===== config.mk =====
export PLATFORM = sky130hd
export DESIGN_NAME = dual_channel_led_fade
export DESIGN_NICKNAME = d
export VERILOG_FILES = /design/src/design/lfd_pkg.sv /design/src/design/dual_channel_led_fade.sv /design/src/design/lfd_map.sv /design/src/design/lfd_ramp.sv
export SDC_FILE = /design/constraint.sdc
export NUM_CORES = 1
export LEC_CHECK = 0
export BUFFER_PORTS_ARGS = -buffer_cell sky130_fd_sc_hd__buf_2
export CORE_ASPECT_RATIO = 1.4
export CORE_MARGIN = 2
export CORE_UTILIZATION = 60
export DETAILED_ROUTE_END_ITERATION = 8
export PLACE_DENSITY = 0.78
export SLEW_MARGIN = 40
export SYNTH_ARGS = -nofsm -noshare
export SYNTH_HDL_FRONTEND = slang
export SYNTH_SLANG_ARGS = --single-unit

===== constraint.sdc =====
create_clock -name i_clk -period 20.2 [get_ports i_clk]
set_input_delay 1.01 -clock i_clk [delete_from_list [all_inputs] [get_ports i_clk]]
set_output_delay 1.01 -clock i_clk [all_outputs]
set_load 0.005 [all_outputs]

===== src/design/lfd_pkg.sv =====
// lfd_pkg: shared types, codes and helpers for the two-channel LED fader.
// No dependencies; imported by lfd_map, lfd_ramp and dual_channel_led_fade.
`timescale 1ns / 1ps

package lfd_pkg;

    localparam int LFD_FADE_STEPS = 100;
    localparam logic [7:0] DUTY_OFF = 8'hFF;

    typedef enum logic [1:0] {
        KIND_TICK  = 2'd0,
        KIND_START = 2'd1,
        KIND_SET   = 2'd2,
        KIND_OFF   = 2'd3
    } t_kind;

    typedef enum logic [1:0] {
        MODE_COLD = 2'd0,
        MODE_WARM = 2'd1,
        MODE_MIX  = 2'd2,
        MODE_OFF  = 2'd3
    } t_mode;

    typedef struct packed {
        t_kind      kind;
        logic [7:0] brightness;
        logic       turn_on;
    } t_in_word;

    typedef struct packed {
        logic [7:0] cold_duty;
        logic [7:0] warm_duty;
        logic       lit;
        logic       fading;
    } t_out_word;

    typedef struct packed {
        logic start;
        logic step;
        logic finish;
        logic set;
        logic off;
    } t_ramp_ctl;

    // x / 3 for x < 512, by reciprocal multiply
    function automatic logic [7:0] div3(input logic [8:0] x);
        logic [19:0] p;
        p = 20'(x) * 20'd683;
        return p[18:11];
    endfunction

endpackage


===== src/design/dual_channel_led_fade.sv =====
// dual_channel_led_fade: top level, event control, config register, handshake.
// Depends on lfd_pkg, lfd_map, lfd_ramp.
//
//  channel  | valid        | stall        | word
//  ---------+--------------+--------------+---------------------
//  input    | i_in_valid   | o_in_stall   | i_in_data  (t_in_word)
//  output   | o_out_valid  | i_out_stall  | o_out_data (t_out_word)
//  config   | i_cfg_we     | -            | i_cfg_data (color mode)
//
// One word per cycle; the result of a word is valid the cycle after it is taken.
// Path per word: mode mapping then a 15x23 reciprocal multiply for the fade step.
// The duty and flag registers are the result register; the input stalls only
// while a result is held by a stalled output.
// Synchronous reset: duties off, no fade, not lit, color mode cold only.
`timescale 1ns / 1ps

module dual_channel_led_fade
    import lfd_pkg::*;
#(
    parameter int FADE_STEPS = LFD_FADE_STEPS
) (
    input  logic      i_clk,
    input  logic      i_rst_n,
    input  logic      i_cfg_we,
    input  logic [1:0] i_cfg_data,
    input  logic      i_in_valid,
    input  t_in_word  i_in_data,
    output logic      o_in_stall,
    output logic      o_out_valid,
    output t_out_word o_out_data,
    input  logic      i_out_stall
);

    localparam int NW = $clog2(FADE_STEPS + 1);

    t_mode         r_mode;
    logic [NW-1:0] r_step;
    logic          r_fading;
    logic          r_goal;
    logic          r_lit;
    logic          r_out_valid;

    logic          accept;
    logic          map_on;
    logic [7:0]    map_cold;
    logic [7:0]    map_warm;
    logic [NW-1:0] n_step;
    logic          done;
    logic          same_cold;
    logic          same_warm;
    logic [7:0]    duty_cold;
    logic [7:0]    duty_warm;
    t_ramp_ctl     ctl;

    assign o_in_stall = r_out_valid && i_out_stall;
    assign accept     = i_in_valid && !o_in_stall;
    assign map_on     = (i_in_data.kind == KIND_START) ? i_in_data.turn_on : 1'b1;
    assign n_step     = r_step + NW'(1);
    assign done       = (n_step >= NW'(FADE_STEPS));

    always_comb begin
        ctl.start  = accept && (i_in_data.kind == KIND_START);
        ctl.step   = accept && (i_in_data.kind == KIND_TICK) && r_fading && !done;
        ctl.finish = accept && (i_in_data.kind == KIND_TICK) && r_fading && done;
        ctl.set    = accept && (i_in_data.kind == KIND_SET) && (r_mode != MODE_OFF);
        ctl.off    = accept && (i_in_data.kind == KIND_OFF);
    end

    lfd_map u_map (
        .i_mode       (r_mode),
        .i_brightness (i_in_data.brightness),
        .i_on         (map_on),
        .o_cold       (map_cold),
        .o_warm       (map_warm)
    );

    lfd_ramp #(
        .FADE_STEPS (FADE_STEPS)
    ) u_ramp_cold (
        .i_clk    (i_clk),
        .i_rst_n  (i_rst_n),
        .i_ctl    (ctl),
        .i_target (map_cold),
        .i_level  (map_cold),
        .o_same   (same_cold),
        .o_duty   (duty_cold)
    );

    lfd_ramp #(
        .FADE_STEPS (FADE_STEPS)
    ) u_ramp_warm (
        .i_clk    (i_clk),
        .i_rst_n  (i_rst_n),
        .i_ctl    (ctl),
        .i_target (map_warm),
        .i_level  (map_warm),
        .o_same   (same_warm),
        .o_duty   (duty_warm)
    );

    always_ff @(posedge i_clk) begin
        if (!i_rst_n) begin
            r_mode <= MODE_COLD;
        end else if (i_cfg_we) begin
            r_mode <= t_mode'(i_cfg_data);
        end
    end

    always_ff @(posedge i_clk) begin
        if (!i_rst_n) begin
            r_step      <= '0;
            r_fading    <= 1'b0;
            r_goal      <= 1'b0;
            r_lit       <= 1'b0;
            r_out_valid <= 1'b0;
        end else begin
            if (accept) begin
                r_out_valid <= 1'b1;
            end else if (!i_out_stall) begin
                r_out_valid <= 1'b0;
            end
            if (accept) begin
                unique case (i_in_data.kind)
                    KIND_TICK: begin
                        if (r_fading) begin
                            r_step <= n_step;
                            if (done) begin
                                r_fading <= 1'b0;
                                r_lit    <= r_goal;
                            end
                        end
                    end
                    KIND_START: begin
                        r_step   <= '0;
                        r_goal   <= i_in_data.turn_on;
                        r_lit    <= i_in_data.turn_on;
                        r_fading <= !(same_cold && same_warm);
                    end
                    KIND_SET: begin
                        r_fading <= 1'b0;
                    end
                    default: begin
                        r_fading <= 1'b0;
                        r_lit    <= 1'b0;
                    end
                endcase
            end
        end
    end

    assign o_out_valid          = r_out_valid;
    assign o_out_data.cold_duty = duty_cold;
    assign o_out_data.warm_duty = duty_warm;
    assign o_out_data.lit       = r_lit;
    assign o_out_data.fading    = r_fading;

endmodule


===== src/design/lfd_map.sv =====
// lfd_map: maps a brightness and color mode to the cold/warm target duties.
// Depends on lfd_pkg.
`timescale 1ns / 1ps

module lfd_map
    import lfd_pkg::*;
(
    input  t_mode      i_mode,
    input  logic [7:0] i_brightness,
    input  logic       i_on,
    output logic [7:0] o_cold,
    output logic [7:0] o_warm
);

    always_comb begin
        o_cold = DUTY_OFF;
        o_warm = DUTY_OFF;
        if (i_on) begin
            unique case (i_mode)
                MODE_COLD: begin
                    o_cold = i_brightness;
                end
                MODE_WARM: begin
                    o_warm = i_brightness;
                end
                MODE_MIX: begin
                    o_cold = div3({i_brightness, 1'b0});
                    o_warm = div3({1'b0, i_brightness});
                end
                default: begin
                    o_cold = DUTY_OFF;
                    o_warm = DUTY_OFF;
                end
            endcase
        end
    end

endmodule


===== src/design/lfd_ramp.sv =====
// lfd_ramp: one duty channel with its linear fade interpolator.
// Depends on lfd_pkg.
`timescale 1ns / 1ps

module lfd_ramp
    import lfd_pkg::*;
#(
    parameter int FADE_STEPS = LFD_FADE_STEPS
) (
    input  logic       i_clk,
    input  logic       i_rst_n,
    input  t_ramp_ctl  i_ctl,
    input  logic [7:0] i_target,
    input  logic [7:0] i_level,
    output logic       o_same,
    output logic [7:0] o_duty
);

    localparam int NW = $clog2(FADE_STEPS + 1);
    localparam int AW = 8 + NW;
    localparam int K  = AW + NW;
    localparam int MW = K + 1;
    localparam longint unsigned MVAL = ((64'd1 << K) + FADE_STEPS - 1) / FADE_STEPS;
    localparam logic [MW-1:0] RECIP = MW'(MVAL);

    logic [7:0]       r_now;
    logic [7:0]       r_from;
    logic [7:0]       r_to;
    logic [7:0]       r_dist;
    logic             r_neg;
    logic [AW-1:0]    r_acc;

    logic [AW-1:0]    n_acc;
    logic [AW+MW-1:0] prod;
    logic [7:0]       quot;
    logic [7:0]       n_now;
    logic [8:0]       diff;

    // running |delta| * step, divided by the step count via reciprocal
    assign n_acc = r_acc + AW'(r_dist);
    assign prod  = (AW+MW)'(n_acc) * (AW+MW)'(RECIP);
    assign quot  = prod[K +: 8];
    assign diff  = {1'b0, i_target} - {1'b0, r_now};
    assign o_same = (i_target == r_now);
    assign o_duty = r_now;

    always_comb begin
        n_now = r_now;
        priority if (i_ctl.off) begin
            n_now = DUTY_OFF;
        end else if (i_ctl.set) begin
            n_now = i_level;
        end else if (i_ctl.finish) begin
            n_now = r_to;
        end else if (i_ctl.step) begin
            n_now = r_neg ? (r_from - quot) : (r_from + quot);
        end
    end

    always_ff @(posedge i_clk) begin
        if (!i_rst_n) begin
            r_now <= DUTY_OFF;
        end else begin
            r_now <= n_now;
        end
    end

    always_ff @(posedge i_clk) begin
        if (i_ctl.start) begin
            r_from <= r_now;
            r_to   <= i_target;
            r_neg  <= diff[8];
            r_dist <= diff[8] ? (r_now - i_target) : diff[7:0];
            r_acc  <= '0;
        end else if (i_ctl.step) begin
            r_acc  <= n_acc;
        end
    end

endmodule

==> reports/metrics.cfg <==
[status]
status=completed

[die]
fp.dieArea_um2=27500
core_um2=25900
initial_core_util_pct=60.6
die_w_um=141
core.rowCount=70
pin_count=38
die_y_um=196

[clocking]
cts_inserted_buffers=9
cts-hold-fix-buffers=0
htree_levels=3
clockBufferDepth=2
tritoncts=done
cts_sinks=109
postCtsSetupBuffers=0
cts_root_buf=clkbuf_16
clk_pin_slew_ps=80
insertion_delay_ps=360
cts_resized=0

[sta]
maxSlewViolCount=0
hold_viol=0
final-setup-viol-count=0
rsz0062_at_grt=no
timing.final.crit_share_pct=49.9
fin_tns_setup_ps=0
timing.fmax_mhz=99.3
min_period_ps=10070
tightest_slew_ps=877
hold_ws_ps=464
slew_headroom_pct=40.9
fin_skew_ps=13.2
fin_ws_ps=10130

[pwr]
ir_drop_mv=0.0938
leakagePower_nw=8.62
p_per_area_nw_per_um2=138

[synthesis]
synth_seq_area_share_pct=17.1
yosysWarnings=0
syn_nets=2166
synth_cell_types=70
ys_top_cells_by_area=ha_1, fa_1, edfxtp_1, inv_1, dfxtp_1
ys.flop_type=dfxtp_1
syn-instance-count=1691
synth_edf_count=50
ys_seq_elements=109
yosys.area.top_type_share_pct=24.4
syn_area_um2=15700
async_reset_ff_share_pct=0
synth_largest_area_cell=ha_1
postSynthAreaPerCell_um2=9.30

[global_route]
grtUsageTotal_pct=26.2
antenna_found_initial=0
grt_util_met3_pct=1.96
grt.met2_usage_pct=49.7
grt_max_degree=45
grt.busiest_layer=met2
grt_pass1_vias=12700
grt_overflow_total=0
met1_usage_pct=29.6
grt_pass1_wl_mm=58.9

[layout]
antennaDiodeCount=0
area_growth_pct=6.06
drive_gt1_share_pct=5.98
final_cell_mix=inv_1, ha_1, fa_1, nand2_1, a21oi_1
ff_latch_area_um2=2680
finish.utilization_pct=64.3
layout_commonest_cell=inv_1
multi_input_area_um2=11600
fillers=2075
nets=2192
fin_cells=2046

[min_path]
hold_start=u_ramp_warm.r_acc[0]$_SDFFE_PP0P_
hold_path.class=flip-flop to flip-flop

[setup_path]
endpoint_kind=flip-flop
cp-startpoint=u_ramp_warm.r_dist[1]$_DFFE_PP_
path_buf_inv=6
crit_top_cell=inv_1
worstSetupPathType=flip-flop to flip-flop
cp.arrival_ps=10320
r2r_start=u_ramp_warm.r_dist[1]$_DFFE_PP_
crit_fanout=6
slowest_stage=a211oi_1
crit_path_max_incr_delay_ps=650
cp.required_ps=20450
rrSetupSlack_ps=10130
crit_family=adder cells
cp-start-kind=flip-flop

[route]
drt-total-wl_mm=34.4
vias=11800
routedWlPerCell_um=16.8
ant_nets=0
drtIter0Drc=512
vias_per_cell=5.76
drtPass1Iterations=5
drc=0

[place]
gp_congestion=0.959
hpwl_mm=28.9
portBuffers=37
place_ws_ps=10300
dp.cells=2029

[run]
cap_viol_max_count=0

sequential cells by signal (all words and copies together) (netlist names), 2 cells and up:
| register | count |
|---|---|
| r_mode | 2 |
| r_step | 7 |
| u_ramp_cold.o_duty | 8 |
| u_ramp_cold.r_acc | 15 |
| u_ramp_cold.r_dist | 8 |
| u_ramp_cold.r_from | 8 |
| u_ramp_cold.r_to | 8 |
| u_ramp_warm.o_duty | 8 |
| u_ramp_warm.r_acc | 15 |
| u_ramp_warm.r_dist | 8 |
| u_ramp_warm.r_from | 8 |
| u_ramp_warm.r_to | 8 |
cells in the mapped netlist, types with 4 or more instances:
library cell / count
nand4_1: 13
a221o_1: 6
a211oi_1: 16
nand2_1: 101
edfxtp_1: 50
clkbuf_1: 24
nand3_1: 26
o31ai_1: 4
xor2_1: 28
fa_1: 151
nor2b_1: 16
or2_2: 6
a31oi_1: 11
a21oi_1: 93
a21o_1: 21
nor2_1: 73
o21a_1: 6
mux2i_1: 25
xnor2_1: 72
a221oi_1: 9
o21ai_0: 37
or3_1: 9
ha_1: 306
o21bai_1: 11
and2_1: 11
a21boi_0: 5
o211ai_1: 8
nor3_1: 26
nor3b_1: 5
inv_1: 357
o21ai_1: 4
and3_1: 15
nand2b_1: 9
o221ai_1: 13
dfxtp_1: 59
per-stage QoR:
| step | total power, mW | area [µm²] |
|---|---|---|
| 2_1_floorplan | 1.65 | 15700 |
| 3_3_place_gp | 2.03 | 16200 |
| 3_5_place_dp | 2.11 | 16300 |
| 4_1_cts | 2.33 | 16600 |
| 5_1_grt | 2.61 | 16700 |
| 6_report | 2.30 | 16700 |
layer usage:
layer  up-vias  wire length (µm)  share of wire, %
li1       5713                 -                 -
met1      5736             13300                39
met2       245             18600                54
met3        89               970               2.8
met4         0              1520               4.4
met5         -                 0                 0
report_power, final:
part | leakage (nW) | internal [mW] | total, mW | switching (mW)
clock network | 0.161 | 0.112 | 0.201 | 0.0891
registers | 0.916 | 0.247 | 0.255 | 0.00775
logic | 7.54 | 0.759 | 1.85 | 1.09
layout make-up:
| type | instances | share of cell area (%) |
|---|---|---|
| clock inverters | 7 | 0.675 |
| clock buffers | 9 | 1.35 |
| flip-flops and latches | 109 | 16.1 |
| inverters | 357 | 8.04 |
| multi-input cells | 1193 | 69.8 |
| well taps | 324 | 2.43 |
| repair buffers | 47 | 1.64 |
worst register-to-register path, delay by kind of cell, from the launching register on:
family	cells	cell delay [ps]
XOR/XNOR	5	1520
adder cells (fa/ha/maj)	9	3570
buffers and inverters	6	590
AND/OR/NAND/NOR	3	380
flip-flops	1	410
multiplexers	1	270
AO/OA/AOI/OAI	14	3200
cell families (layout without fill, tap and decap cells):
family | Yosys count | in the layout | share of synthesized area [%]
adder cells (fa/ha/maj) | 457 | 457 | 43.6
buffers and inverters | 389 | 420 | 9.55
AND/OR/NAND/NOR | 318 | 318 | 9.57
AO/OA/AOI/OAI | 287 | 287 | 12.5
flip-flops | 109 | 109 | 17.1
XOR/XNOR | 103 | 103 | 5.96
multiplexers | 28 | 28 | 1.81
worst paths after layout:
| check | endpoint | cells after the start |
|---|---|---|
| worst min-delay path | u_ramp_warm.r_acc[0]$_SDFFE_PP0P_ | 2 |
| worst max register to register | u_ramp_warm.o_duty[7]$_SDFFE_PP1P_ | 38 |
| worst min register to register | u_ramp_warm.r_acc[0]$_SDFFE_PP0P_ | 2 |
| worst max-delay path | u_ramp_warm.o_duty[7]$_SDFFE_PP1P_ | 38 |
Note: power is estimated with default switching activity, not from simulation.
